$ cat src/design/lcd4_pkg.sv
package lcd4_pkg;

   localparam int TPM_W = 20;
   localparam int MS_W = 7;
   localparam int STEP_W = 4;

   localparam logic [TPM_W-1:0] TPM_RESET = 20'd48000;

   localparam logic [1:0] REQ_TICK = 2'd0;
   localparam logic [1:0] REQ_CHAR = 2'd1;
   localparam logic [1:0] REQ_CMD = 2'd2;
   localparam logic [1:0] REQ_INIT = 2'd3;

   localparam logic [STEP_W-1:0] STEP_CMD_FIRST = 4'd4;
   localparam logic [STEP_W-1:0] STEP_CMD_LAST = 4'd11;
   localparam logic [STEP_W-1:0] STEP_WR_HI = 4'd12;
   localparam logic [STEP_W-1:0] STEP_WR_LO = 4'd13;

   localparam logic [MS_W-1:0] MS_POWER = 7'd100;
   localparam logic [MS_W-1:0] MS_PULSE = 7'd1;
   localparam logic [MS_W-1:0] MS_NIB_WAIT = 7'd5;
   localparam logic [MS_W-1:0] MS_CMD_WAIT = 7'd7;
   localparam logic [MS_W-1:0] MS_WR_WAIT = 7'd2;

   typedef logic [7:0] cmd_table_type [4];
   localparam cmd_table_type INIT_CMDS = '{8'h28, 8'h0C, 8'h06, 8'h01};
   localparam logic [3:0] INIT_NIB_LAST = 4'h2;
   localparam logic [3:0] INIT_NIB = 4'h3;

   // nibble put on D4..D7 for a given step
   function automatic logic [3:0] step_nibble(input logic [STEP_W-1:0] s,
                                              input logic [7:0] b);
      logic [STEP_W-1:0] off;
      logic [7:0] c;
      off = s - STEP_CMD_FIRST;
      c = INIT_CMDS[off[2:1]];
      priority if (s < STEP_CMD_FIRST) begin
         step_nibble = (s == STEP_CMD_FIRST - 4'd1) ? INIT_NIB_LAST : INIT_NIB;
      end else if (s <= STEP_CMD_LAST) begin
         step_nibble = off[0] ? c[3:0] : c[7:4];
      end else if (s == STEP_WR_HI) begin
         step_nibble = b[7:4];
      end else begin
         step_nibble = b[3:0];
      end
   endfunction

   // wait after the enable pulse, zero means go straight to the next step
   function automatic logic [MS_W-1:0] step_post_ms(input logic [STEP_W-1:0] s);
      logic [STEP_W-1:0] off;
      off = s - STEP_CMD_FIRST;
      priority if (s < STEP_CMD_FIRST) begin
         step_post_ms = MS_NIB_WAIT;
      end else if (s <= STEP_CMD_LAST) begin
         step_post_ms = off[0] ? MS_CMD_WAIT : '0;
      end else if (s == STEP_WR_HI) begin
         step_post_ms = '0;
      end else begin
         step_post_ms = MS_WR_WAIT;
      end
   endfunction

endpackage

$ cat src/design/char_lcd_4bit_write_sequencer.sv
// channel   ports                          direction
// req       req_valid/ready, req_type,     in   one timebase tick, optional request
//           req_data_byte
// rsp       rsp_valid/ready, rsp_lcd_rs,   out  pin levels and status after the tick
//           rsp_lcd_e, rsp_lcd_data,
//           rsp_busy_res, rsp_rejected
// csr       csr_valid/ready,               in   ticks per millisecond
//           csr_ticks_per_ms
//
// one request per clock: the whole tick is one pass of logic between the state
// registers, which also hold the response, so a new request is taken every cycle
// while rsp_ready is high or no response is waiting.
// a stall on rsp holds req_ready low and freezes the sequence; time only moves on
// accepted requests. synchronous reset gives idle, pins low and 48000 ticks per ms.
module char_lcd_4bit_write_sequencer import lcd4_pkg::*; #(
   parameter int TICK_COUNT_BITS = 20
) (
   input  logic             clock,
   input  logic             reset,
   input  logic             req_valid,
   output logic             req_ready,
   input  logic [1:0]       req_type,
   input  logic [7:0]       req_data_byte,
   output logic             rsp_valid,
   input  logic             rsp_ready,
   output logic             rsp_lcd_rs,
   output logic             rsp_lcd_e,
   output logic [3:0]       rsp_lcd_data,
   output logic             rsp_busy_res,
   output logic             rsp_rejected,
   input  logic             csr_valid,
   output logic             csr_ready,
   input  logic [TPM_W-1:0] csr_ticks_per_ms
);

   localparam logic [2:0] PH_IDLE = 3'd0;
   localparam logic [2:0] PH_POWER = 3'd1;
   localparam logic [2:0] PH_SETUP = 3'd2;
   localparam logic [2:0] PH_PULSE = 3'd3;
   localparam logic [2:0] PH_HOLD = 3'd4;

   localparam int CMP_W = (TICK_COUNT_BITS + 1 > TPM_W) ? TICK_COUNT_BITS + 1 : TPM_W;

   logic [TPM_W-1:0]           tpm_ff;
   logic [2:0]                 phase_ff, phase_in;
   logic [STEP_W-1:0]          step_ff, step_in;
   logic [MS_W-1:0]            ms_ff, ms_in;
   logic [TICK_COUNT_BITS-1:0] cnt_ff, cnt_in;
   logic [7:0]                 byte_ff, byte_in;
   logic                       rs_ff, rs_in;
   logic                       e_ff, e_in;
   logic [3:0]                 nib_ff, nib_in;
   logic                       rej_ff, rej_in;
   logic                       rsp_valid_ff;

   logic                       req_fire;
   logic [TPM_W-1:0]           tpm_eff;
   logic [TICK_COUNT_BITS:0]   cnt_plus;
   logic                       ms_end;
   logic [TICK_COUNT_BITS-1:0] tmr_cnt;
   logic [MS_W-1:0]            tmr_ms;
   logic                       tmr_done;
   logic [MS_W-1:0]            post_ms;
   logic [STEP_W-1:0]          step_next;
   logic                       seq_last;
   logic                       was_busy;

   assign req_ready = !rsp_valid_ff || rsp_ready;
   assign req_fire = req_valid && req_ready;
   assign csr_ready = 1'b1;

   // millisecond prescaler, also ends the millisecond when the counter would wrap
   assign tpm_eff = (tpm_ff == '0) ? TPM_W'(1) : tpm_ff;
   assign cnt_plus = {1'b0, cnt_ff} + (TICK_COUNT_BITS + 1)'(1);
   assign ms_end = (CMP_W'(cnt_plus) >= CMP_W'(tpm_eff)) || cnt_plus[TICK_COUNT_BITS];
   assign tmr_cnt = ms_end ? '0 : cnt_plus[TICK_COUNT_BITS-1:0];
   assign tmr_ms = (ms_end && ms_ff != '0) ? ms_ff - MS_W'(1) : ms_ff;
   assign tmr_done = ms_end && (tmr_ms == '0);

   assign post_ms = step_post_ms(step_ff);
   assign step_next = step_ff + STEP_W'(1);
   assign seq_last = (step_ff == STEP_CMD_LAST) || (step_ff >= STEP_WR_LO);
   assign was_busy = phase_ff != PH_IDLE;

   always_comb begin
      phase_in = phase_ff;
      step_in = step_ff;
      ms_in = ms_ff;
      cnt_in = cnt_ff;
      byte_in = byte_ff;
      rs_in = rs_ff;
      e_in = e_ff;
      nib_in = nib_ff;
      rej_in = 1'b0;

      unique case (phase_ff)
         PH_POWER: begin
            ms_in = tmr_ms;
            cnt_in = tmr_cnt;
            if (tmr_done) begin
               phase_in = PH_SETUP;
               step_in = '0;
               e_in = 1'b0;
               nib_in = step_nibble('0, byte_ff);
            end
         end
         PH_SETUP: begin
            phase_in = PH_PULSE;
            e_in = 1'b1;
            ms_in = MS_PULSE;
            cnt_in = '0;
         end
         PH_PULSE, PH_HOLD: begin
            ms_in = tmr_ms;
            cnt_in = tmr_cnt;
            if (tmr_done) begin
               e_in = 1'b0;
               if (phase_ff == PH_PULSE && post_ms != '0) begin
                  phase_in = PH_HOLD;
                  ms_in = post_ms;
                  cnt_in = '0;
               end else if (seq_last) begin
                  phase_in = PH_IDLE;
                  step_in = '0;
               end else begin
                  phase_in = PH_SETUP;
                  step_in = step_next;
                  nib_in = step_nibble(step_next, byte_ff);
               end
            end
         end
         default: begin
            phase_in = PH_IDLE;
         end
      endcase

      if (req_type != REQ_TICK) begin
         if (was_busy) begin
            rej_in = 1'b1;
         end else if (req_type == REQ_INIT) begin
            phase_in = PH_POWER;
            step_in = '0;
            e_in = 1'b0;
            rs_in = 1'b0;
            ms_in = MS_POWER;
            cnt_in = '0;
         end else begin
            byte_in = req_data_byte;
            rs_in = (req_type == REQ_CHAR);
            phase_in = PH_SETUP;
            step_in = STEP_WR_HI;
            e_in = 1'b0;
            nib_in = step_nibble(STEP_WR_HI, req_data_byte);
         end
      end
   end

   always_ff @(posedge clock) begin
      if (reset) begin
         tpm_ff <= TPM_RESET;
         phase_ff <= PH_IDLE;
         step_ff <= '0;
         ms_ff <= '0;
         cnt_ff <= '0;
         byte_ff <= '0;
         rs_ff <= 1'b0;
         e_ff <= 1'b0;
         nib_ff <= '0;
         rej_ff <= 1'b0;
         rsp_valid_ff <= 1'b0;
      end else begin
         if (csr_valid && csr_ready) begin
            tpm_ff <= csr_ticks_per_ms;
         end
         if (req_fire) begin
            phase_ff <= phase_in;
            step_ff <= step_in;
            ms_ff <= ms_in;
            cnt_ff <= cnt_in;
            byte_ff <= byte_in;
            rs_ff <= rs_in;
            e_ff <= e_in;
            nib_ff <= nib_in;
            rej_ff <= rej_in;
            rsp_valid_ff <= 1'b1;
         end else if (rsp_ready) begin
            rsp_valid_ff <= 1'b0;
         end
      end
   end

   // the state registers are the response register
   assign rsp_valid = rsp_valid_ff;
   assign rsp_lcd_rs = rs_ff;
   assign rsp_lcd_e = e_ff;
   assign rsp_lcd_data = nib_ff;
   assign rsp_busy_res = phase_ff != PH_IDLE;
   assign rsp_rejected = rej_ff;

`ifndef SYNTHESIS
   a_e_only_in_pulse: assert property (@(posedge clock) disable iff (reset)
      e_ff |-> (phase_ff == PH_PULSE))
      else $error("enable high outside the pulse phase");

   a_busy_request_rejected: assert property (@(posedge clock) disable iff (reset)
      (req_fire && req_type != REQ_TICK && phase_ff != PH_IDLE) |=> rej_ff)
      else $error("request while busy was not flagged");

   a_power_wait_pins_low: assert property (@(posedge clock) disable iff (reset)
      (phase_ff == PH_POWER) |-> (!rs_ff && !e_ff))
      else $error("rs or e high during power wait");
`endif

endmodule
$ cat config.mk
export PLATFORM = sky130hd
export DESIGN_NAME = char_lcd_4bit_write_sequencer
export DESIGN_NICKNAME = d
export VERILOG_FILES = /design/src/design/lcd4_pkg.sv /design/src/design/char_lcd_4bit_write_sequencer.sv
export SDC_FILE = /design/constraint.sdc
export NUM_CORES = 1
export LEC_CHECK = 0
export ABC_AREA = 1
export ABC_CLOCK_PERIOD_IN_PS = 3500
export BUFFER_PORTS_ARGS = -buffer_cell sky130_fd_sc_hd__buf_4
export CORE_ASPECT_RATIO = 0.6
export CORE_MARGIN = 1
export CORE_UTILIZATION = 45
export CTS_CLUSTER_DIAMETER = 40
export CTS_CLUSTER_SIZE = 10
export DETAILED_ROUTE_END_ITERATION = 6
export PLACE_DENSITY_LB_ADDON = 0.3
export SLEW_MARGIN = 10
export SYNTH_ARGS = -nofsm -noshare
export SYNTH_HDL_FRONTEND = slang
export SYNTH_SLANG_ARGS = --single-unit
$ cat constraint.sdc
create_clock -name clock -period 3.5 [get_ports clock]
set_input_delay 0.7 -clock clock [delete_from_list [all_inputs] [get_ports clock]]
set_output_delay 0.7 -clock clock [all_outputs]
set_load 0.005 [all_outputs]
Word level (Yosys, flattened, before mapping) --
Cells that the tools add are included.
Storage, ports and cells: register bits after elaboration 70, input bits 35, output and inout bits 11, word-level logic and storage cells 115
Cells by class: add/subtract/negate cells 5, magnitude comparators 7, eq/ne operators 10, multiplexer cells 60, bitwise gates (word level) 3, reductions and logical operators 19
Operators by type and width (number):
- two-way mux 20 bit | 7
- two-way mux 4 bit | 18
- one-hot mux 20 bit (3 select lines) | 1
- two-way mux 7 bit | 7
- adder 20 x 1 -> 21 bit, second input constant | 1
- >= comparator 21 x 20 -> 1 bit | 1
- two-way mux 3 bit | 7
- one-hot mux 7 bit (3 select lines) | 1
- zero test 20 bit | 1
- binary-select mux 8 bit (select 2 bit) | 1
- two-way mux 8 bit | 2
- one-hot mux 4 bit (2 select lines) | 2
- nonzero test 7 bit | 2
- == test 4 bit, second input constant | 3
- two-way mux 1 bit | 9
- one-hot mux 3 bit (3 select lines) | 1
- <= comparator 4 bit, second input constant | 2
- < comparator 4 x 3 -> 1 bit, second input constant | 2
- zero test 7 bit | 1
- subtractor 7 x 1 -> 7 bit, second input constant | 1
- == test 3 x 2 -> 1 bit, second input constant | 2
- two-way mux 2 bit | 3
- adder 4 x 1 -> 4 bit, second input constant | 1
- == test 4 x 2 -> 1 bit, second input constant | 1
- 20 further kinds | 27

Depth between registers and ports, before layout --
depth in word-level cells 16, depth in mapped cells 33, mapped depth without buffers 32

Least setup slack after synthesis --
No wires, ideal clock.
path type flip-flop to flip-flop, start point register cnt_ff[0], end point register step_ff[0], setup time 132 ps, arrival 3547 ps, data required time 3368 ps, setup slack -179 ps, cell stages (with the launch flop) 28, buffers on the path 1, period minus slack after synthesis 3679 ps, path through dfxtp_1 ha_1 nand2_2 nor3_1 inv_1 nor2_1 inv_1 nor3_1 nand2_1 nor2_1 nand3_1 xor2_1 inv_1 ha_1 a21o_1 a21oi_1 nand2_4 buf_6 nand3_2 nand2_2 nor2_1 nand2_1 nor2_2 nand2_1 inv_1 nand3_1 nand3_1 a21oi_1
Between the ends: cells in the longest elaborated chain, start to end 11, elaborated cells between the ends (all ways) 12
Ends and longest elaborated chain:
- from (decl) | RTL line char_lcd_4bit_write_sequencer.sv:48 | logic [TICK_COUNT_BITS-1:0] cnt_ff, cnt_in;
- from (signal assigned) | RTL line char_lcd_4bit_write_sequencer.sv:179 | cnt_ff <= cnt_in;
- adder 20 x 1 -> 21 bit * | RTL line char_lcd_4bit_write_sequencer.sv:74 | assign cnt_plus = {1'b0, cnt_ff} + (TICK_COUNT_BITS + 1)'(1);
- >= comparator 21 x 20 -> 1 bit | RTL line char_lcd_4bit_write_sequencer.sv:75 | assign ms_end = (CMP_W'(cnt_plus) >= CMP_W'(tpm_eff)) || cnt_plus[TICK_COUNT_BITS];
- logical OR 1 bit * | RTL line char_lcd_4bit_write_sequencer.sv:75
- logical AND 1 bit | RTL line char_lcd_4bit_write_sequencer.sv:77 | assign tmr_ms = (ms_end && ms_ff != '0) ? ms_ff - MS_W'(1) : ms_ff;
- two-way mux 7 bit | RTL line char_lcd_4bit_write_sequencer.sv:77
- zero test 7 bit | RTL line char_lcd_4bit_write_sequencer.sv:78 | assign tmr_done = ms_end && (tmr_ms == '0);
- logical AND 1 bit * | RTL line char_lcd_4bit_write_sequencer.sv:78
- two-way mux 4 bit, on equally long branches | RTL line char_lcd_4bit_write_sequencer.sv:116, char_lcd_4bit_write_sequencer.sv:100
- one-hot mux 4 bit (2 select lines) * | RTL line char_lcd_4bit_write_sequencer.sv:96 | unique case (phase_ff)
- two-way mux 4 bit | RTL line char_lcd_4bit_write_sequencer.sv:138 | if (was_busy) begin
- two-way mux 4 bit * | RTL line char_lcd_4bit_write_sequencer.sv:137 | if (req_type != REQ_TICK) begin
- to (signal assigned) | RTL line char_lcd_4bit_write_sequencer.sv:177 | step_ff <= step_in;
- to (decl) | RTL line char_lcd_4bit_write_sequencer.sv:46 | logic [STEP_W-1:0] step_ff, step_in;
Mark *: on every way between the ends. The rest lies on a longest branch, timed or not. A chain may end at the register's enable or synchronous reset.

Worst setup path after layout --
start point register cnt_ff[0], end point register ms_ff[2]
Between the ends: cells in the longest elaborated chain, start to end 12, elaborated cells between the ends (all ways) 13
Ends and longest elaborated chain:
- adder 20 x 1 -> 21 bit * | RTL line char_lcd_4bit_write_sequencer.sv:74
- >= comparator 21 x 20 -> 1 bit | RTL line char_lcd_4bit_write_sequencer.sv:75
- logical OR 1 bit * | RTL line char_lcd_4bit_write_sequencer.sv:75
- logical AND 1 bit | RTL line char_lcd_4bit_write_sequencer.sv:77
- two-way mux 7 bit | RTL line char_lcd_4bit_write_sequencer.sv:77
- zero test 7 bit | RTL line char_lcd_4bit_write_sequencer.sv:78
- logical AND 1 bit | RTL line char_lcd_4bit_write_sequencer.sv:78
- two-way mux 7 bit | RTL line char_lcd_4bit_write_sequencer.sv:116 | if (tmr_done) begin
- one-hot mux 7 bit (3 select lines) * | RTL line char_lcd_4bit_write_sequencer.sv:96
- two-way mux 7 bit | RTL line char_lcd_4bit_write_sequencer.sv:140 | end else if (req_type == REQ_INIT) begin
- two-way mux 7 bit | RTL line char_lcd_4bit_write_sequencer.sv:138
- two-way mux 7 bit * | RTL line char_lcd_4bit_write_sequencer.sv:137
- to (signal assigned) | RTL line char_lcd_4bit_write_sequencer.sv:178 | ms_ff <= ms_in;
- to (decl) | RTL line char_lcd_4bit_write_sequencer.sv:47 | logic [MS_W-1:0] ms_ff, ms_in;
Marks and branches as above.

==> impl_metrics.ini <==
[run_status]
status = complete, but fails checks
failed_checks = setup timing

[place]
placed_cells = 927
place_ws_ns = -0.5765
portBuffers = 44
dp.final_hpwl_um = 10460
place_congestion = 0.9408

[cells_and_area]
fillerInstances = 793
layoutNonFillerInstCount = 972
diodes = 0
syn_to_final_growth_pct = 39.69
drive_above_1_share = 0.2843
regArea_sq_um = 1408
final_nets = 898
multi_input_area_sq_um = 3363

[critical_path]
worstPathRequired_ns = 3.69
critPathArrivalTime_ns = 4.38
critical_path.max_stage_delay_ns = 0.37
cp-end-kind = flip-flop
r2r_start = cnt_ff[0]
crit_type = flip-flop to flip-flop
crit_path_top_delay_cell = dfxtp_2
crit_path_max_fanout = 4
start_kind = flip-flop
r2r_end = ms_ff[2]
crit_start = cnt_ff[0]
reg2regPathDepth = 29
r2r_slack_ns = -0.69
cp_common_cell = nand2_1

[die]
dieArea_sq_um = 10940
core_sq_um = 10020
initial_core_util = 0.4723
ios = 46
placementRows = 28
die_h_um = 81.43
dieWidth_um = 134.4

[global_route]
antenna_found_initial = 0
met3_usage = 0.08086
grt_util_met1 = 0.4042
grt_usage = 0.2802
met2_usage = 0.4010
grt_max_degree = 49
grt_remaining_overflow = 0
first_global_vias = 4763
gr-max-usage-layer = met1
grt_pass1_wl_um = 23710

[clock_network]
cts_buffers = 9
clockRootBuffer = clkbuf_16
numClockSinks = 70
hold_buffers = 0
cts_max_path_buffers = 2
clk_pin_slew_ns = 0.06
cts_tree = done
worstSkewPairLatency_ns = 0.35
htree_num_levels = 3

[synth]
ys.flop_type = dfxtp_1
synth_top_cell_area_share = 0.2961
avgSynthCellArea_sq_um = 6.447
synth_edf_count = 0
yosys_warnings = 0
ys_types = 40
synth-simple-area-share = 0.2866
yosys-mux-area-fraction = 0
yosysSeqAreaShare = 0.2961
ys_ff_latch = 70
synth.top_cells.by_area = dfxtp_1 30%, nand2_1 14%, a21oi_1 9.3%
synthCells = 734
synth_area_leader_cell = dfxtp_1
synth_top_family_by_area = simple AND/OR/NAND/NOR gates
syn-cell-area_sq_um = 4732
synth_compound_gate_area_share = 0.1949
synth_most_common_cell = nand2_1
synthArstFlopShare = 0
synth_commonest_cells = 177 x nand2_1, 101 x inv_1, 88 x a21oi_1
synth_xor_area_frac = 0.02961
yosys.area_share.adder = 0.08197
syn-num-nets = 800

[timing]
skew_ns = 0.01214
period_share = 1.197
tightest_slew_ns = 0.9367
clock.fmax_mhz = 238.7
hold_viol = 0
setup_viol = 38
setup_slack_ns = -0.6900
rsz0062_at_grt = yes
slew_headroom = 0.3707
slew_viol_final = 0
period_needed_ns = 4.190

[drt]
drcViolationCount = 0
totalWireLength_um = 16620
via_per_inst = 5.740
post_drt_wl_per_cell_um = 17.10
dr.pass1.iters = 6
vias = 5579
ant_nets = 0
first_iter_violations = 780

[worst_hold_path]
whs_path_depth = 2
hold_class = flip-flop to flip-flop
hold_path_end = byte_ff[2]
hp-start = byte_ff[2]

[job]
max-cap-violations = 0

[power]
powerDensity_nw_per_um2 = 353.4
p_leak_nw = 2.981
irDropWorstVdd_mv = 0.2641
[cell usage in the layout (no fill, tap or decap), types with 5 or more instances in the layout]
master	count
nand3_1	24
xor2_1	10
nor2_4	7
nand3_2	13
o22ai_1	8
clkbuf_16	10
buf_4	93
dfxtp_1	67
a21oi_1	80
buf_6	17
ha_1	27
nor2_1	44
nand2_2	27
a21oi_2	7
nand2_4	8
inv_1	98
nand4_1	13
inv_2	8
o21ai_0	43
o21ai_1	9
a22o_1	5
nand2_1	148
nor3_1	5
[stage by stage]
step | instance area (sq um) | utilization | setup TNS [ns] | hold WS (ns) | power (mW)
after detailed placement | 5434 | 0.5423 | -8.504 | 0.4550 | 1.252
after CTS | 6180 | 0.6168 | -5.020 | 0.4634 | 2.270
final | 6610 | 0.6597 | -13.54 | 0.4651 | 2.336
after global routing | 6610 | 0.6597 | -20.58 | 0.4861 | 2.401
after global placement | 5434 | 0.5423 | -5.316 | 0.4397 | 1.241
after floorplan | 4750 | - | 0 | 0.4244 | 1.110
[critical path: cells and delay by family (launching register included)]
family                   cells  cell delay [ns]
adder cells (fa/ha/maj)      2             0.47
flip-flops                   1             0.37
AO/OA/AOI/OAI                4             0.60
XOR/XNOR                     1             0.18
AND/OR/NAND/NOR             16             1.68
buffers and inverters        6             0.72
[state kept, by name (all words and copies together), names as in the netlist]
| name | flops |
|---|---|
| cnt_ff | 20 |
| tpm_ff | 20 |
| byte_ff | 8 |
| ms_ff | 7 |
| rsp_lcd_data | 4 |
| step_ff | 4 |
| phase_ff | 3 |
| rsp_lcd_e | 1 |
| rsp_lcd_rs | 1 |
| rsp_rejected | 1 |
| rsp_valid | 1 |
[routing by layer]
layer / share of wire / wire [um] / vias to the layer above
met5: 0 / 0 / -
met4: 0.023 / 386 / 0
met3: 0.13 / 2096 / 33
met2: 0.41 / 6835 / 403
met1: 0.44 / 7305 / 2534
li1: - / - / 2609
[worst max-delay path by stage]
stage | depth (start not counted) | endpoint | slack [ns]
finish | 29 | ms_ff[2] | -0.69
global route | 29 | ms_ff[2] | -0.86
CTS | 30 | step_ff[0] | -0.38
detailed placement | 33 | step_ff[2] | -0.58
global placement | 33 | ms_ff[1] | -0.38
floorplan | 28 | step_ff[1] | 0.01
[cell families after synthesis]
family	after synthesis
buffers and inverters	133
and+or+nand+nor	312
DFF	70
AOI/OAI and AO/OA	171
xor gates and xnor gates	16
adders and majority gates	31
other	1
[report_power, final]
part	internal, mW	switching, mW	leakage [nW]	total, mW
Clock	0.629	0.383	0.153	1.01
Combinational	0.160	0.296	2.25	0.456
Sequential	0.836	0.0318	0.575	0.868
[area by class of cell]
type | instances | share of cell area
Multi-Input combinational cell | 532 | 0.5088
Sequential cell | 70 | 0.2129
Timing Repair Buffer | 113 | 0.1437
Inverter | 106 | 0.06019
Clock buffer | 10 | 0.03464
Tap cell | 135 | 0.02555
Clock inverter | 6 | 0.01420
[what timing repair did]
| item | 4_1_cts | 5_1_grt |
|---|---|---|
| setup buffers | 19 | 8 |
| endpoints found under the setup margin | 36 | 39 |
| cloned | 1 | 1 |
| gates resized for setup | 56 | 82 |
| pin swaps | 38 | 59 |
(Power assumes the default switching activity.)
